**src/sv/owt_pkg.sv**
```systemverilog
// ----------------------------------------------------------------------------
// owt_pkg
// Shared types and codes for the one-wire bit timing master: phase codes,
// opcodes, error codes, register indexes, configuration and result records.
// ----------------------------------------------------------------------------
package owt_pkg;

  localparam int CFG_DATA_W  = 10;
  localparam int CFG_INDEX_W = 3;
  localparam int PHASE_W     = 4;
  localparam int ERR_W       = 3;

  // Register indexes
  localparam logic [CFG_INDEX_W-1:0] REG_RESET_LOW_TICKS    = 3'd0;
  localparam logic [CFG_INDEX_W-1:0] REG_RELEASE_TIMEOUT    = 3'd1;
  localparam logic [CFG_INDEX_W-1:0] REG_PRESENCE_WINDOW    = 3'd2;
  localparam logic [CFG_INDEX_W-1:0] REG_WRITE_ONE_LOW      = 3'd3;
  localparam logic [CFG_INDEX_W-1:0] REG_WRITE_ZERO_LOW     = 3'd4;
  localparam logic [CFG_INDEX_W-1:0] REG_READ_SAMPLE_WINDOW = 3'd5;
  localparam logic [CFG_INDEX_W-1:0] REG_READ_SLOT_LENGTH   = 3'd6;
  localparam logic [CFG_INDEX_W-1:0] REG_RECOVER_TIMEOUT    = 3'd7;

  // Register reset values
  localparam logic [9:0] RST_RESET_LOW_TICKS    = 10'd480;
  localparam logic [7:0] RST_RELEASE_TIMEOUT    = 8'd15;
  localparam logic [9:0] RST_PRESENCE_WINDOW    = 10'd240;
  localparam logic [7:0] RST_WRITE_ONE_LOW      = 8'd2;
  localparam logic [7:0] RST_WRITE_ZERO_LOW     = 8'd62;
  localparam logic [7:0] RST_READ_SAMPLE_WINDOW = 8'd15;
  localparam logic [7:0] RST_READ_SLOT_LENGTH   = 8'd60;
  localparam logic [7:0] RST_RECOVER_TIMEOUT    = 8'd120;

  // Opcodes
  localparam logic [1:0] OP_TICK  = 2'd0;
  localparam logic [1:0] OP_RESET = 2'd1;
  localparam logic [1:0] OP_WRITE = 2'd2;
  localparam logic [1:0] OP_READ  = 2'd3;

  // Error codes
  localparam logic [ERR_W-1:0] ERR_NONE         = 3'd0;
  localparam logic [ERR_W-1:0] ERR_NOT_RELEASED = 3'd1;
  localparam logic [ERR_W-1:0] ERR_NO_PRESENCE  = 3'd2;
  localparam logic [ERR_W-1:0] ERR_HELD_LOW     = 3'd3;
  localparam logic [ERR_W-1:0] ERR_NOT_LOW      = 3'd4;
  localparam logic [ERR_W-1:0] ERR_NOT_HIGH     = 3'd5;

  // Phase codes
  localparam logic [PHASE_W-1:0] PH_IDLE          = 4'd0;
  localparam logic [PHASE_W-1:0] PH_RST_LOW       = 4'd1;
  localparam logic [PHASE_W-1:0] PH_RST_WAIT_HIGH = 4'd2;
  localparam logic [PHASE_W-1:0] PH_RST_WAIT_PRES = 4'd3;
  localparam logic [PHASE_W-1:0] PH_RST_WAIT_REL  = 4'd4;
  localparam logic [PHASE_W-1:0] PH_RST_RECOVER   = 4'd5;
  localparam logic [PHASE_W-1:0] PH_WR_CONF_LOW   = 4'd6;
  localparam logic [PHASE_W-1:0] PH_WR_HOLD       = 4'd7;
  localparam logic [PHASE_W-1:0] PH_WR_WAIT_HIGH  = 4'd8;
  localparam logic [PHASE_W-1:0] PH_WR_FINISH     = 4'd9;
  localparam logic [PHASE_W-1:0] PH_RD_CONF_LOW   = 4'd10;
  localparam logic [PHASE_W-1:0] PH_RD_HOLD       = 4'd11;
  localparam logic [PHASE_W-1:0] PH_RD_SAMPLE     = 4'd12;
  localparam logic [PHASE_W-1:0] PH_RD_FINISH     = 4'd13;

  typedef struct packed {
    logic [9:0] reset_low_ticks;
    logic [7:0] release_timeout;
    logic [9:0] presence_window;
    logic [7:0] write_one_low;
    logic [7:0] write_zero_low;
    logic [7:0] read_sample_window;
    logic [7:0] read_slot_length;
    logic [7:0] recover_timeout;
  } cfg_t;

  typedef struct packed {
    logic             drive_low;
    logic             busy;
    logic             done;
    logic             presence;
    logic             read_value;
    logic [ERR_W-1:0] error_code;
  } res_t;

endpackage

```
**src/sv/owt_cfg.sv**
```systemverilog
// ----------------------------------------------------------------------------
// owt_cfg
// Timing register bank: eight write-only registers, loaded by index.
// ----------------------------------------------------------------------------
module owt_cfg
  import owt_pkg::*;
(
  input  logic                   clk,
  input  logic                   rst,
  input  logic                   cfg_we,
  input  logic [CFG_INDEX_W-1:0] cfg_index,
  input  logic [CFG_DATA_W-1:0]  cfg_data,
  output cfg_t                   cfg
);

  always_ff @(posedge clk) begin
    if (rst) begin
      cfg.reset_low_ticks    <= RST_RESET_LOW_TICKS;
      cfg.release_timeout    <= RST_RELEASE_TIMEOUT;
      cfg.presence_window    <= RST_PRESENCE_WINDOW;
      cfg.write_one_low      <= RST_WRITE_ONE_LOW;
      cfg.write_zero_low     <= RST_WRITE_ZERO_LOW;
      cfg.read_sample_window <= RST_READ_SAMPLE_WINDOW;
      cfg.read_slot_length   <= RST_READ_SLOT_LENGTH;
      cfg.recover_timeout    <= RST_RECOVER_TIMEOUT;
    end else if (cfg_we) begin
      case (cfg_index)
        REG_RESET_LOW_TICKS:    cfg.reset_low_ticks    <= cfg_data;
        REG_RELEASE_TIMEOUT:    cfg.release_timeout    <= cfg_data[7:0];
        REG_PRESENCE_WINDOW:    cfg.presence_window    <= cfg_data;
        REG_WRITE_ONE_LOW:      cfg.write_one_low      <= cfg_data[7:0];
        REG_WRITE_ZERO_LOW:     cfg.write_zero_low     <= cfg_data[7:0];
        REG_READ_SAMPLE_WINDOW: cfg.read_sample_window <= cfg_data[7:0];
        REG_READ_SLOT_LENGTH:   cfg.read_slot_length   <= cfg_data[7:0];
        REG_RECOVER_TIMEOUT:    cfg.recover_timeout    <= cfg_data[7:0];
        default: ;
      endcase
    end
  end

endmodule

```
**src/sv/owt_fsm.sv**
```systemverilog
// ----------------------------------------------------------------------------
// owt_fsm
// Bit timing sequencer: phase register, two saturating tick counters and
// status flags, advanced once per accepted tick request.
// ----------------------------------------------------------------------------
module owt_fsm
  import owt_pkg::*;
#(
  parameter int TICK_COUNTER_BITS = 10
)
(
  input  logic       clk,
  input  logic       rst,
  input  logic       step,
  input  cfg_t       cfg,
  input  logic [1:0] opcode,
  input  logic       write_value,
  input  logic       bus_level,
  output res_t       res
);

  localparam int CW    = TICK_COUNTER_BITS;
  localparam int CMP_W = (CW > 10) ? CW : 10;
  localparam logic [CW-1:0] CNT_MAX = '1;

  logic [PHASE_W-1:0] phase, phase_next;
  logic [CW-1:0]      anchor, anchor_next;
  logic [CW-1:0]      since_low, since_low_next;
  logic               pending_bit, pending_bit_next;
  logic               presence_flag, presence_flag_next;
  logic               sampled_bit, sampled_bit_next;
  logic [ERR_W-1:0]   last_error, last_error_next;
  logic               done;
  logic [PHASE_W-1:0] cur;
  logic [7:0]         hold;

  // A saturated counter is past every limit.
  function automatic logic past(input logic [CW-1:0] cnt, input logic [9:0] lim);
    return (CMP_W'(cnt) > CMP_W'(lim)) || (cnt == CNT_MAX);
  endfunction

  function automatic logic reached(input logic [CW-1:0] cnt, input logic [9:0] lim);
    return (CMP_W'(cnt) >= CMP_W'(lim)) || (cnt == CNT_MAX);
  endfunction

  function automatic logic [CW-1:0] bump(input logic [CW-1:0] cnt);
    return (cnt == CNT_MAX) ? cnt : cnt + CW'(1);
  endfunction

  always_comb begin
    cur                = (phase > PH_RD_FINISH) ? PH_IDLE : phase;
    phase_next         = cur;
    anchor_next        = anchor;
    since_low_next     = since_low;
    pending_bit_next   = pending_bit;
    presence_flag_next = presence_flag;
    sampled_bit_next   = sampled_bit;
    last_error_next    = last_error;
    done               = 1'b0;
    hold               = pending_bit ? cfg.write_one_low : cfg.write_zero_low;

    if (cur == PH_IDLE) begin
      if (opcode != OP_TICK) begin
        anchor_next     = '0;
        since_low_next  = '0;
        last_error_next = ERR_NONE;
        case (opcode)
          OP_RESET: begin
            presence_flag_next = 1'b0;
            phase_next         = PH_RST_LOW;
          end
          OP_WRITE: begin
            pending_bit_next = write_value;
            phase_next       = PH_WR_CONF_LOW;
          end
          default: phase_next = PH_RD_CONF_LOW;
        endcase
      end
    end else begin
      anchor_next    = bump(anchor);
      since_low_next = bump(since_low);
      case (cur)
        PH_RST_LOW: begin
          if (reached(anchor_next, cfg.reset_low_ticks)) begin
            anchor_next = '0;
            phase_next  = PH_RST_WAIT_HIGH;
          end
        end
        PH_RST_WAIT_HIGH: begin
          if (past(anchor_next, 10'(cfg.release_timeout))) begin
            if (last_error_next == ERR_NONE) last_error_next = ERR_NOT_RELEASED;
            phase_next = PH_RST_RECOVER;
          end else if (bus_level) begin
            since_low_next = '0;
            phase_next     = PH_RST_WAIT_PRES;
          end
        end
        PH_RST_WAIT_PRES: begin
          if (past(since_low_next, cfg.presence_window)) begin
            if (last_error_next == ERR_NONE) last_error_next = ERR_NO_PRESENCE;
            phase_next = PH_RST_RECOVER;
          end else if (!bus_level) begin
            presence_flag_next = 1'b1;
            phase_next         = PH_RST_WAIT_REL;
          end
        end
        PH_RST_WAIT_REL: begin
          if (past(anchor_next, cfg.reset_low_ticks)) begin
            if (last_error_next == ERR_NONE) last_error_next = ERR_HELD_LOW;
            phase_next = PH_RST_RECOVER;
          end else if (bus_level) begin
            phase_next = PH_RST_RECOVER;
          end
        end
        PH_WR_CONF_LOW, PH_RD_CONF_LOW: begin
          if (past(anchor_next, 10'(cfg.release_timeout)) || !bus_level) begin
            if (bus_level && last_error_next == ERR_NONE) last_error_next = ERR_NOT_LOW;
            since_low_next = '0;
            phase_next     = (cur == PH_WR_CONF_LOW) ? PH_WR_HOLD : PH_RD_HOLD;
          end
        end
        PH_WR_HOLD: begin
          if (past(since_low_next, 10'(hold))) phase_next = PH_WR_WAIT_HIGH;
        end
        PH_WR_WAIT_HIGH: begin
          if (past(since_low_next, 10'(cfg.recover_timeout))) begin
            if (last_error_next == ERR_NONE) last_error_next = ERR_NOT_HIGH;
            phase_next = PH_WR_FINISH;
          end else if (bus_level) begin
            phase_next = PH_WR_FINISH;
          end
        end
        PH_RD_HOLD: begin
          if (past(since_low_next, 10'(cfg.write_one_low))) phase_next = PH_RD_SAMPLE;
        end
        PH_RD_SAMPLE: begin
          if (past(since_low_next, 10'(cfg.read_sample_window))) begin
            sampled_bit_next = 1'b0;
            phase_next       = PH_RD_FINISH;
          end else if (bus_level) begin
            sampled_bit_next = 1'b1;
            phase_next       = PH_RD_FINISH;
          end
        end
        default: ;
      endcase

      // End of operation: recovery or slot length run out
      if ((phase_next == PH_RST_RECOVER && past(anchor_next, cfg.reset_low_ticks)) ||
          (phase_next == PH_WR_FINISH &&
           past(since_low_next, 10'(cfg.write_zero_low))) ||
          (phase_next == PH_RD_FINISH &&
           past(since_low_next, 10'(cfg.read_slot_length)))) begin
        phase_next = PH_IDLE;
        done       = 1'b1;
      end
    end

    res.drive_low  = (phase_next == PH_RST_LOW) || (phase_next == PH_WR_CONF_LOW) ||
                     (phase_next == PH_WR_HOLD) || (phase_next == PH_RD_CONF_LOW) ||
                     (phase_next == PH_RD_HOLD);
    res.busy       = (phase_next != PH_IDLE);
    res.done       = done;
    res.presence   = presence_flag_next;
    res.read_value = sampled_bit_next;
    res.error_code = last_error_next;
  end

  always_ff @(posedge clk) begin
    if (rst) begin
      phase         <= PH_IDLE;
      anchor        <= '0;
      since_low     <= '0;
      pending_bit   <= 1'b0;
      presence_flag <= 1'b0;
      sampled_bit   <= 1'b0;
      last_error    <= ERR_NONE;
    end else if (step) begin
      phase         <= phase_next;
      anchor        <= anchor_next;
      since_low     <= since_low_next;
      pending_bit   <= pending_bit_next;
      presence_flag <= presence_flag_next;
      sampled_bit   <= sampled_bit_next;
      last_error    <= last_error_next;
    end
  end

endmodule

```
**src/sv/one_wire_bit_timing_master.sv**
```systemverilog
// ----------------------------------------------------------------------------
// one_wire_bit_timing_master
// Tick-driven one-wire bus master for bus reset, single bit write and
// single bit read slots, with timeouts reported as error codes.
// ----------------------------------------------------------------------------
// Usage:
//   Send one request per microsecond tick on the input channel (in_valid /
//   in_ready). It carries the sampled line level and, while idle, an opcode
//   (tick, reset, write bit, read bit). Every request yields exactly one
//   result on the output channel (out_valid / out_ready): the line drive,
//   busy, done, presence, read bit and error code after that tick.
//   The result is registered: a request taken at one edge shows its result
//   after that edge. Throughput is one request per cycle while results are
//   taken; each takes a single pass of counter compare and phase select.
//   The output register frees up in the same cycle it is taken, so the
//   input stays ready while the receiver keeps pace; when the receiver
//   stalls, hold the result and drop in_ready until it is taken.
//   Timing registers are written through cfg_we / cfg_index / cfg_data at
//   any edge, with no read-back; write them while no operation runs.
//   Synchronous reset returns the sequencer to idle, clears flags and
//   errors, empties the output register and loads register defaults.
// ----------------------------------------------------------------------------
module one_wire_bit_timing_master
  import owt_pkg::*;
#(
  parameter int TICK_COUNTER_BITS = 10
)
(
  input  logic                   clk,
  input  logic                   rst,
  // configuration
  input  logic                   cfg_we,
  input  logic [CFG_INDEX_W-1:0] cfg_index,
  input  logic [CFG_DATA_W-1:0]  cfg_data,
  // tick requests
  input  logic                   in_valid,
  output logic                   in_ready,
  input  logic [1:0]             opcode,
  input  logic                   write_value,
  input  logic                   bus_level,
  // results
  output logic                   out_valid,
  input  logic                   out_ready,
  output logic                   drive_low,
  output logic                   busy_res,
  output logic                   done_res,
  output logic                   presence,
  output logic                   read_value,
  output logic [ERR_W-1:0]       error_code
);

  cfg_t cfg;
  res_t res_next;
  res_t res;
  logic accept;

  // Take a request whenever the result slot is empty or being drained.
  assign in_ready = !out_valid || out_ready;
  assign accept   = in_valid && in_ready;

  owt_cfg u_cfg (
    .clk       (clk),
    .rst       (rst),
    .cfg_we    (cfg_we),
    .cfg_index (cfg_index),
    .cfg_data  (cfg_data),
    .cfg       (cfg)
  );

  owt_fsm #(
    .TICK_COUNTER_BITS (TICK_COUNTER_BITS)
  ) u_fsm (
    .clk         (clk),
    .rst         (rst),
    .step        (accept),
    .cfg         (cfg),
    .opcode      (opcode),
    .write_value (write_value),
    .bus_level   (bus_level),
    .res         (res_next)
  );

  // Result register: load on accept, clear valid once taken.
  always_ff @(posedge clk) begin
    if (rst) begin
      out_valid <= 1'b0;
    end else if (accept) begin
      out_valid <= 1'b1;
    end else if (out_ready) begin
      out_valid <= 1'b0;
    end
  end

  always_ff @(posedge clk) begin
    if (accept) begin
      res <= res_next;
    end
  end

  assign drive_low  = res.drive_low;
  assign busy_res   = res.busy;
  assign done_res   = res.done;
  assign presence   = res.presence;
  assign read_value = res.read_value;
  assign error_code = res.error_code;

endmodule

```
**config.mk**
```make
export PLATFORM = sky130hd
export DESIGN_NAME = one_wire_bit_timing_master
export DESIGN_NICKNAME = d
export VERILOG_FILES = /design/src/sv/owt_pkg.sv /design/src/sv/owt_cfg.sv /design/src/sv/owt_fsm.sv /design/src/sv/one_wire_bit_timing_master.sv
export SDC_FILE = /design/constraint.sdc
export NUM_CORES = 1
export LEC_CHECK = 0
export ABC_AREA = 0
export BUFFER_PORTS_ARGS = -buffer_cell sky130_fd_sc_hd__buf_4
export CAP_MARGIN = 20
export CELL_PAD_IN_SITES_DETAIL_PLACEMENT = 1
export CELL_PAD_IN_SITES_GLOBAL_PLACEMENT = 1
export CORE_AREA = 4 4 139 141
export CTS_BUF_LIST = sky130_fd_sc_hd__clkbuf_8
export DETAILED_ROUTE_END_ITERATION = 16
export DIE_AREA = 0 0 143 145
export GPL_ROUTABILITY_DRIVEN = 1
export PLACE_DENSITY = 0.85
export SYNTH_ARGS = -nofsm -noshare
export SYNTH_HDL_FRONTEND = slang
export SYNTH_HIERARCHICAL = 1
export SYNTH_SLANG_ARGS = --single-unit
```
**constraint.sdc**
```tcl
create_clock -name clk -period 5.1 [get_ports clk]
set_clock_uncertainty 0.2 [all_clocks]
set_input_delay 0.255 -clock clk [delete_from_list [all_inputs] [get_ports clk]]
set_output_delay 0.255 -clock clk [all_outputs]
set_load 0.1 [all_outputs]
```
* Yosys cells after proc, flatten, opt, wreduce, memory -nomap -nowiden
Cells that the tools add are included.
Word-level totals: flip-flop bits (word level) 107, input port bits 22, output and inout bits 10, word-level logic and storage cells 175
Operators by class: $add $sub $neg 2, order comparisons 12, eq/ne operators 34, multiplexer cells 62, reduce and logical (&&, ||, !) cells 43
Operators by type and width (number):
- 2-to-1 mux 10 bit | 12
- 2-to-1 mux 4 bit | 20
- greater-than comparator 10 x 8 -> 1 bit | 7
- equality test 10 bit (second input constant) | 6
- 2-to-1 mux 3 bit | 12
- one-hot mux 4 bit (9 select lines) | 1
- equality test 4 bit (second input constant) | 8
- greater-than comparator 10 bit | 3
- equality test 4 x 3 -> 1 bit (second input constant) | 6
- adder 10 x 1 -> 10 bit (second input constant) | 2
- one-hot mux 10 bit (2 select lines) | 1
- logical OR 1 bit | 19
- AND reduction 2 bit | 9
- one-hot mux 3 bit (5 select lines) | 1
- 2-to-1 mux 1 bit | 13
- equality test 3 bit (second input constant) | 4
- >= comparator 10 bit | 1
- equality test 4 x 1 -> 1 bit (second input constant) | 2
- equality test 4 x 2 -> 1 bit (second input constant) | 2
- 2-to-1 mux 8 bit | 1
- one-hot mux 4 bit (2 select lines) | 1
- equality test 3 x 2 -> 1 bit (second input constant) | 2
- zero test 3 bit | 2
- logical AND 1 bit | 5
- other kinds (11) | 13

* Depth between registers and ports, before layout
Gate-level depths: netlist of run 1.
word-level depth 20, gate-level depth with buffers 25, depth with buffers taken out 24

* Modules after synthesis
Netlist of run 1, hierarchy kept.
By module, submodules not included:
- owt_fsm | times used 1, cells each 660, area each 4982.3 um^2, sequential area each 600.6 um^2
- owt_cfg | times used 1, cells each 253, area each 2682.6 um^2, sequential area each 1361.3 um^2
- one_wire_bit_timing_master | times used 1, cells each 13, area each 295.3 um^2, sequential area each 260.2 um^2

* Worst setup path before layout of run 1
Ideal clock, no wire load.
path kind reg-to-reg, start reg u_fsm.anchor[0], end reg res (netlist bit drive_low), data pin, setup time 0.264 ns, arrival 4.697 ns, setup slack -0.061 ns, cell stages (with the launch flop) 24, buffers on the path 0, path through dfxtp_1 ha_1 and3_1 nand2_1 nor2_1 nor2_1 a21oi_1 ha_1 nand4_1 a21oi_1 o32ai_2 nand2_1 o21ai_1 nor2b_1 ha_1 a2111oi_0 a21oi_1 o21a_1 o22ai_1 o2111ai_1 o31ai_2 o32ai_2 xnor2_1 o22ai_1
RTL lines:
- start, declared | RTL line owt_fsm.sv:27 | logic [CW-1:0] anchor, anchor_next;
- start signal, assigned | RTL line owt_fsm.sv:180 | anchor <= anchor_next;
- end signal, assigned | RTL line one_wire_bit_timing_master.sv:96 | res <= res_next;
- end, declared | RTL line one_wire_bit_timing_master.sv:54 | res_t res;

==> out/metrics.csv, run 1 <==
stage;metric;value;unit
critical_path;crit end category;register;
min_path;worst hold endpoint;u_cfg/cfg[21];
critical_path;crit path kind;register to register;
route;remaining routing DRC violations;0;
logic_synthesis;register area share after synthesis;27.9;%
critical_path;crit-path max FO;7;
min_path;Hold Path Class;input pin to register;
timing;setup ws final;-0.185;ns
power_and_ir_drop;VDD IR max;246;uV
clock_tree;Clock Pin Slew Worst Setup and Hold Paths;0.12;ns
logic_synthesis;most numerous cell in the Yosys netlist;nor2_1;
placement;IO Port Bufs;31;
logic_synthesis;Distinct cells, synth;89;
logic_synthesis;synthesized netlist cell count;926;
die;Die Ht;145;um
logic_synthesis;Async SR Flop Fraction;0;%
die;die width;143;um
logic_synthesis;Synth top cells by count;nor2_1 (101), dfxtp_1 (99), ha_1 (93);
flow_run;total of max-cap violations;0;
route;drt first pass iters;5;
timing;fin crit period;5.29;ns
power_and_ir_drop;LEAKAGE;4.40;nW
min_path;hold path cells;3;
critical_path;WP data required;5.05;ns
route;post-route ant nets;0;
logic_synthesis;Syn Area/Cell;8.60;sq um
timing;fmax;189;MHz
die;core area;18000;sq um
grt;grt ovf;0;
logic_synthesis;synthesized area;7960;sq um
critical_path;CP arrival;5.23;ns
logic_synthesis;Seq cells post-synth;107;
die;row cnt;49;
clock_tree;Clock Sink Count;107;
critical_path;reg2reg start;u_fsm/anchor[0];
route;routed via count;7551;
logic_synthesis;Ys Warns;6;
die;die area;20700;sq um
logic_synthesis;top_reg_cell synth;dfxtp_1;
route;Iteration-0 DRC Markers;585;
critical_path;r2r setup slk;-0.19;ns
critical_path;CP Launch Type;register;
power_and_ir_drop;pwr/cell area;215;nW/um^2
grt;vias in the first global route;7624;
timing;Slew @ Worst Pin;1.08;ns
layout;nets;1109;
logic_synthesis;area fraction of the dominant cell type after synthesis;24.9;%
timing;total negative slack;-0.475;ns
clock_tree;Max clock buf depth;2;
placement;Detailed Place HPWL;18300;um
grt;Total GRT Usage;23.7;%
outcome;status;finished, violations left;
layout;Layout Area Growth over Synthesis;18.7;%
outcome;failing checks;setup timing;
critical_path;FF-to-FF End;drive_low;
clock_tree;htree depth;3;
route;Vias/cell;6.14;
timing;Slew HR;27.0;%
critical_path;Worst setup startpoint;u_fsm/anchor[0];
logic_synthesis;number of flops mapped to enable cells by yosys;8;
timing;fin crit share;104;%
critical_path;r2r worst-path depth;23;
logic_synthesis;top cell type by total area after synthesis;dfxtp_1;
power_and_ir_drop;Tot Pwr;0.00203;W
clock_tree;CTS buffer count;9;
grt;first-pass GRT wire length;39500;um
clock_tree;clock latency on the worst-skew pair;0.41;ns
timing;Max Transition Viols Final;0;
grt;antenna violations before repair;1;
grt;pin count of the biggest net entering global routing;88;
die;I/O pin cnt;32;
layout;share of post-route cells with drive strength above 1;20.5;%
placement;GPL Wtd Cong;0.886;
clock_tree;CTS tree;done;
logic_synthesis;syn_nets;1041;
clock_tree;Root Buffer;clkbuf_8;
timing;final setup fails;4;
layout;Final Util;52.6;%
route;Post-Route WL;27800;um
min_path;min-delay src;cfg_data[5];
logic_synthesis;Synth area leaders;dfxtp_1 (25%), ha_1 (15%), mux2i_1 (10%);
die;Initial Utilization;44.3;%
timing;RSZ-0062 raised after global routing;yes;
route;Wirelength per Cell;22.6;um
placement;worst slack, placed;-0.221;ns
timing;final hold vios;0;
==> cells in the final DEF, fill, tap and decap left out, types with 24 or more instances in the layout <==
| cell type | n |
|---|---|
| a21oi_1 | 28 |
| buf_4 | 87 |
| dfxtp_1 | 92 |
| ha_1 | 79 |
| inv_1 | 77 |
| mux2i_1 | 80 |
| nand2_1 | 45 |
| nand2b_1 | 52 |
| nand4_1 | 24 |
| nor2_1 | 95 |
==> kinds of logic after synthesis <==
kind of cell	Yosys count	synth area share (%)
AO/OA/AOI/OAI	175	16.2
XOR/XNOR	8	0.880
adder cells (fa/ha/maj)	93	14.6
buffers and inverters	124	7.29
flip-flops	107	27.9
multiplexers	83	10.5
AND/OR/NAND/NOR	336	22.7
==> metrics by stage <==
stage               hold slack, ns  cell area, sq um  std cells
floorplan                    0.117              7960        926
global placement             0.259              8570       1188
detailed placement           0.263              8570       1188
CTS                        0.00947              9000       1218
global route                0.0464              9450       1228
finish                      0.0204              9450       1229
==> registers in the layout (all words and copies together) (netlist names), 3 cells and up <==
name	cells
u_fsm/last_error	3
error_code	3
u_fsm/phase	4
u_cfg/cfg	68
u_fsm/anchor	10
u_fsm/since_low	10
==> layer usage <==
layer	routed length [um]	vias to the layer above	track usage, %	share of wire (%)
li1	-	3465	-	-
met1	11400	3717	30.3	41
met2	13700	277	40.2	49
met3	1510	92	3.78	5.4
met4	1220	0	8.56	4.4
met5	0	-	0	0
==> area by class of cell <==
| class | count | area [sq um] |
|---|---|---|
| clock inverters | 6 | 106 |
| repair buffers | 104 | 831 |
| inverters | 77 | 289 |
| well taps | 229 | 287 |
| diodes | 1 | 2.50 |
| flip-flops and latches | 107 | 2240 |
| fillers | 2101 | 8510 |
| clock buffers | 10 | 138 |
| multi-input cells | 695 | 5560 |
==> critical path: stages (launching register included) <==
cell and delay [ns]:
dfxtp_4 0.38, ha_4 0.17, buf_4 0.14, buf_4 0.12, xor2_1 0.13, a41o_2 0.32
ha_4 0.29, nand4_1 0.17, o22a_1 0.28, o32ai_4 0.21, nand2_2 0.15, o21ai_4 0.35
nor2b_4 0.09, ha_4 0.27, nor2b_1 0.15, o211ai_1 0.13, a21oi_1 0.21, o21a_1 0.18
o22ai_2 0.09, o2111ai_2 0.11, o31ai_4 0.15, o41ai_4 0.47, xnor2_1 0.16, o22ai_1 0.11
==> where the power goes <==
part | switching [W] | internal, W | leakage (nW)
registers | 0.0000308 | 0.000873 | 0.886
logic | 0.000304 | 0.000176 | 3.39
clock network | 0.000346 | 0.000301 | 0.119
==> what timing repair did <==
item,4_1_cts,5_1_grt
resized for setup,22,63
hold buffers,11,0
endpoints found under the setup margin,6,6
pin swaps,9,31
buffers inserted,3,10
endpoints found under the hold margin,22,0
==> how the worst max path moves through the flow <==
stage	endpoint	slack [ns]	cells after the start
floorplan	drive_low	0.06	23
global placement	drive_low	-0.04	23
detailed placement	drive_low	-0.22	23
CTS	drive_low	0.005	27
global route	drive_low	-0.37	25
finish	drive_low	-0.19	23
(Power assumes the default switching activity.)
==> run 2, diff against run 1 <==
CORE_AREA = 5 5 140 142   (was 4 4 139 141)
DIE_AREA = 0 0 145 147   (was 0 0 143 145)
==> run 2 against run 1 <==
Net effect: the flow still finishes with violations (setup timing); cell count increased by 1.9%; worst hold slack improved by 0.017 ns; worst setup slack better by 0.12 ns; first-iteration DRC count fell by 15%; non-clock buffer count grew 19; critical endpoint is now busy_res; largest power group unchanged.
==> out/metrics.csv, run 2 (same netlist as run 1, synthesis figures left out) <==
stage;metric;value;unit
route;post-route ant nets;0;
route;drt first pass iters;5;
grt;grt ovf;0;
critical_path;CP peak stage delay;0.39;ns
outcome;failing checks;setup timing;
power_and_ir_drop;LEAKAGE;4.49;nW
grt;first-pass GRT wire length;40200;um
route;remaining routing DRC violations;0;
layout;Top Registers;u_cfg/cfg x68, u_fsm/anchor x10, u_fsm/since_low x10;
placement;GPL Wtd Cong;0.907;
route;routed via count;7535;
critical_path;WP data required;5.03;ns
timing;final hold slack;0.0369;ns
timing;fmax;194;MHz
outcome;status;finished, violations left;
layout;total area of sequential cells;2230;sq um
route;Wirelength per Cell;22.1;um
clock_tree;Max clock buf depth;2;
die;die width;145;um
critical_path;critical path's slowest cell;dfxtp_4;
die;Die Ht;147;um
grt;vias in the first global route;7813;
grt;Total GRT Usage;23.0;%
critical_path;crit-path max FO;5;
power_and_ir_drop;pwr/cell area;202;nW/um^2
clock_tree;htree depth;3;
timing;final setup fails;4;
clock_tree;Root Buffer;clkbuf_8;
timing;Max Transition Viols Final;0;
layout;final instance area;9560;sq um
power_and_ir_drop;VDD IR max;210;uV
placement;IO Port Bufs;31;
route;Vias/cell;6.02;
layout;Largest Register;u_cfg/cfg;
timing;Slew HR;24.5;%
placement;placed inst area;8640;sq um
layout;nets;1129;
layout;commonest non-fill, non-tap cell in the layout;buf_4;
critical_path;crit path kind;register to register;
clock_tree;Clock Pin Slew Worst Setup and Hold Paths;0.11;ns
route;Post-Route WL;27700;um
clock_tree;clock latency on the worst-skew pair;0.39;ns
timing;setup ws final;-0.0611;ns
layout;Largest register FFs;68;
route;Iteration-0 DRC Markers;499;
timing;Slew @ Worst Pin;1.12;ns
grt;pin count of the biggest net entering global routing;88;
die;row cnt;50;
timing;fin crit period;5.16;ns
critical_path;CP arrival;5.09;ns
layout;non-filler cells, final;1252;
die;Initial Utilization;43.4;%
timing;fin crit share;101;%
critical_path;CP Launch Type;register;
flow_run;total of max-cap violations;0;
timing;final hold vios;0;
layout;Multi-input gate area;5600;sq um
clock_tree;CTS tree;done;
placement;dpl cells;1202;
die;core area;18300;sq um
layout;Fillers;2114;
critical_path;crit end category;register;
critical_path;r2r setup slk;-0.06;ns
min_path;Hold Path Class;input pin to register;
layout;# diodes;0;
layout;Layout Area Growth over Synthesis;20.1;%
layout;most frequent cells in the layout;buf_4 (109), dfxtp_1 (96), nor2_1 (94);
layout;share of post-route cells with drive strength above 1;21.9;%
clock_tree;CTS buffer count;9;
die;I/O pin cnt;32;
placement;Detailed Place HPWL;18900;um
grt;antenna violations before repair;0;
clock_tree;Clock Sink Count;107;
die;die area;21300;sq um
-- run 2: changes by cell type in the layout (fill, tap and decap cells not counted), sizes merged --
cell | before | now
clkbuf | 10 | 11
clkinv | 1 | 0
a21oi | 36 | 37
dlygate4sd3 | 11 | 10
clkinvlp | 1 | 0
buf | 93 | 113
inv | 79 | 81
diode | 1 | 0
bufinv | 2 | 0
-- run 2: repair_timing --
item | in CTS | in global routing
hold buffers | 10 | 0
endpoints found under the setup margin | 6 | 6
setup buffers | 5 | 20
gates resized for setup | 23 | 66
hold endpoints to repair | 17 | 0
cloned | 0 | 1
pin swaps | 11 | 45
-- run 2: final timing paths --
check | startpoint | to | cells past startpoint
hold / removal | cfg_data[2] | u_cfg/cfg[52] | 3
setup reg to reg | u_fsm/anchor[1] | busy_res | 26
setup / recovery | u_fsm/anchor[1] | busy_res | 26
hold reg to reg | u_cfg/cfg[41] | u_cfg/cfg[41] | 2
-- run 2: through the flow --
stage	worst slack (ns)	setup TNS (ns)	power (W)	util, %
global placement	-0.156	-0.426	0.00133	47.1
detailed placement	-0.391	-1.81	0.00135	47.1
floorplan	0.0573	0	0.00123	-
finish	-0.0611	-0.195	0.00193	52.2
CTS	0.00138	0	0.00190	49.4
global route	-0.269	-1.15	0.00203	52.2
-- run 2: critical path, delay by kind of cell, from the launching register on --
family / cells / cell delay (ns)
flops: 1 / 0.39
simple gates: 10 / 1.41
fa+ha+maj: 3 / 0.66
buf+inv: 3 / 0.49
compound gates: 10 / 1.75
-- run 2: final cells by class --
type	count	area share (%)
Multi-Input combinational cell	696	58.6
Sequential cell	107	23.3
Timing Repair Buffer	123	10.1
Tap cell	234	3.06
Inverter	77	3.02
Clock buffer	11	1.58
Clock inverter	4	0.340
-- run 2: per-layer routing --
| metal | track usage, % | up-vias | wire (um) |
|---|---|---|---|
| li1 | - | 3497 | - |
| met1 | 27.7 | 3773 | 11800 |
| met2 | 41.4 | 196 | 13900 |
| met3 | 4.16 | 69 | 922 |
| met4 | 7.39 | 0 | 998 |
| met5 | 0 | - | 0 |
-- run 2: where the power goes --
group / internal, W / leakage, nW / switching [W]
clock: 0.000208 / 0.0995 / 0.000324
combinational: 0.000191 / 3.51 / 0.000310
sequential: 0.000873 / 0.884 / 0.0000294
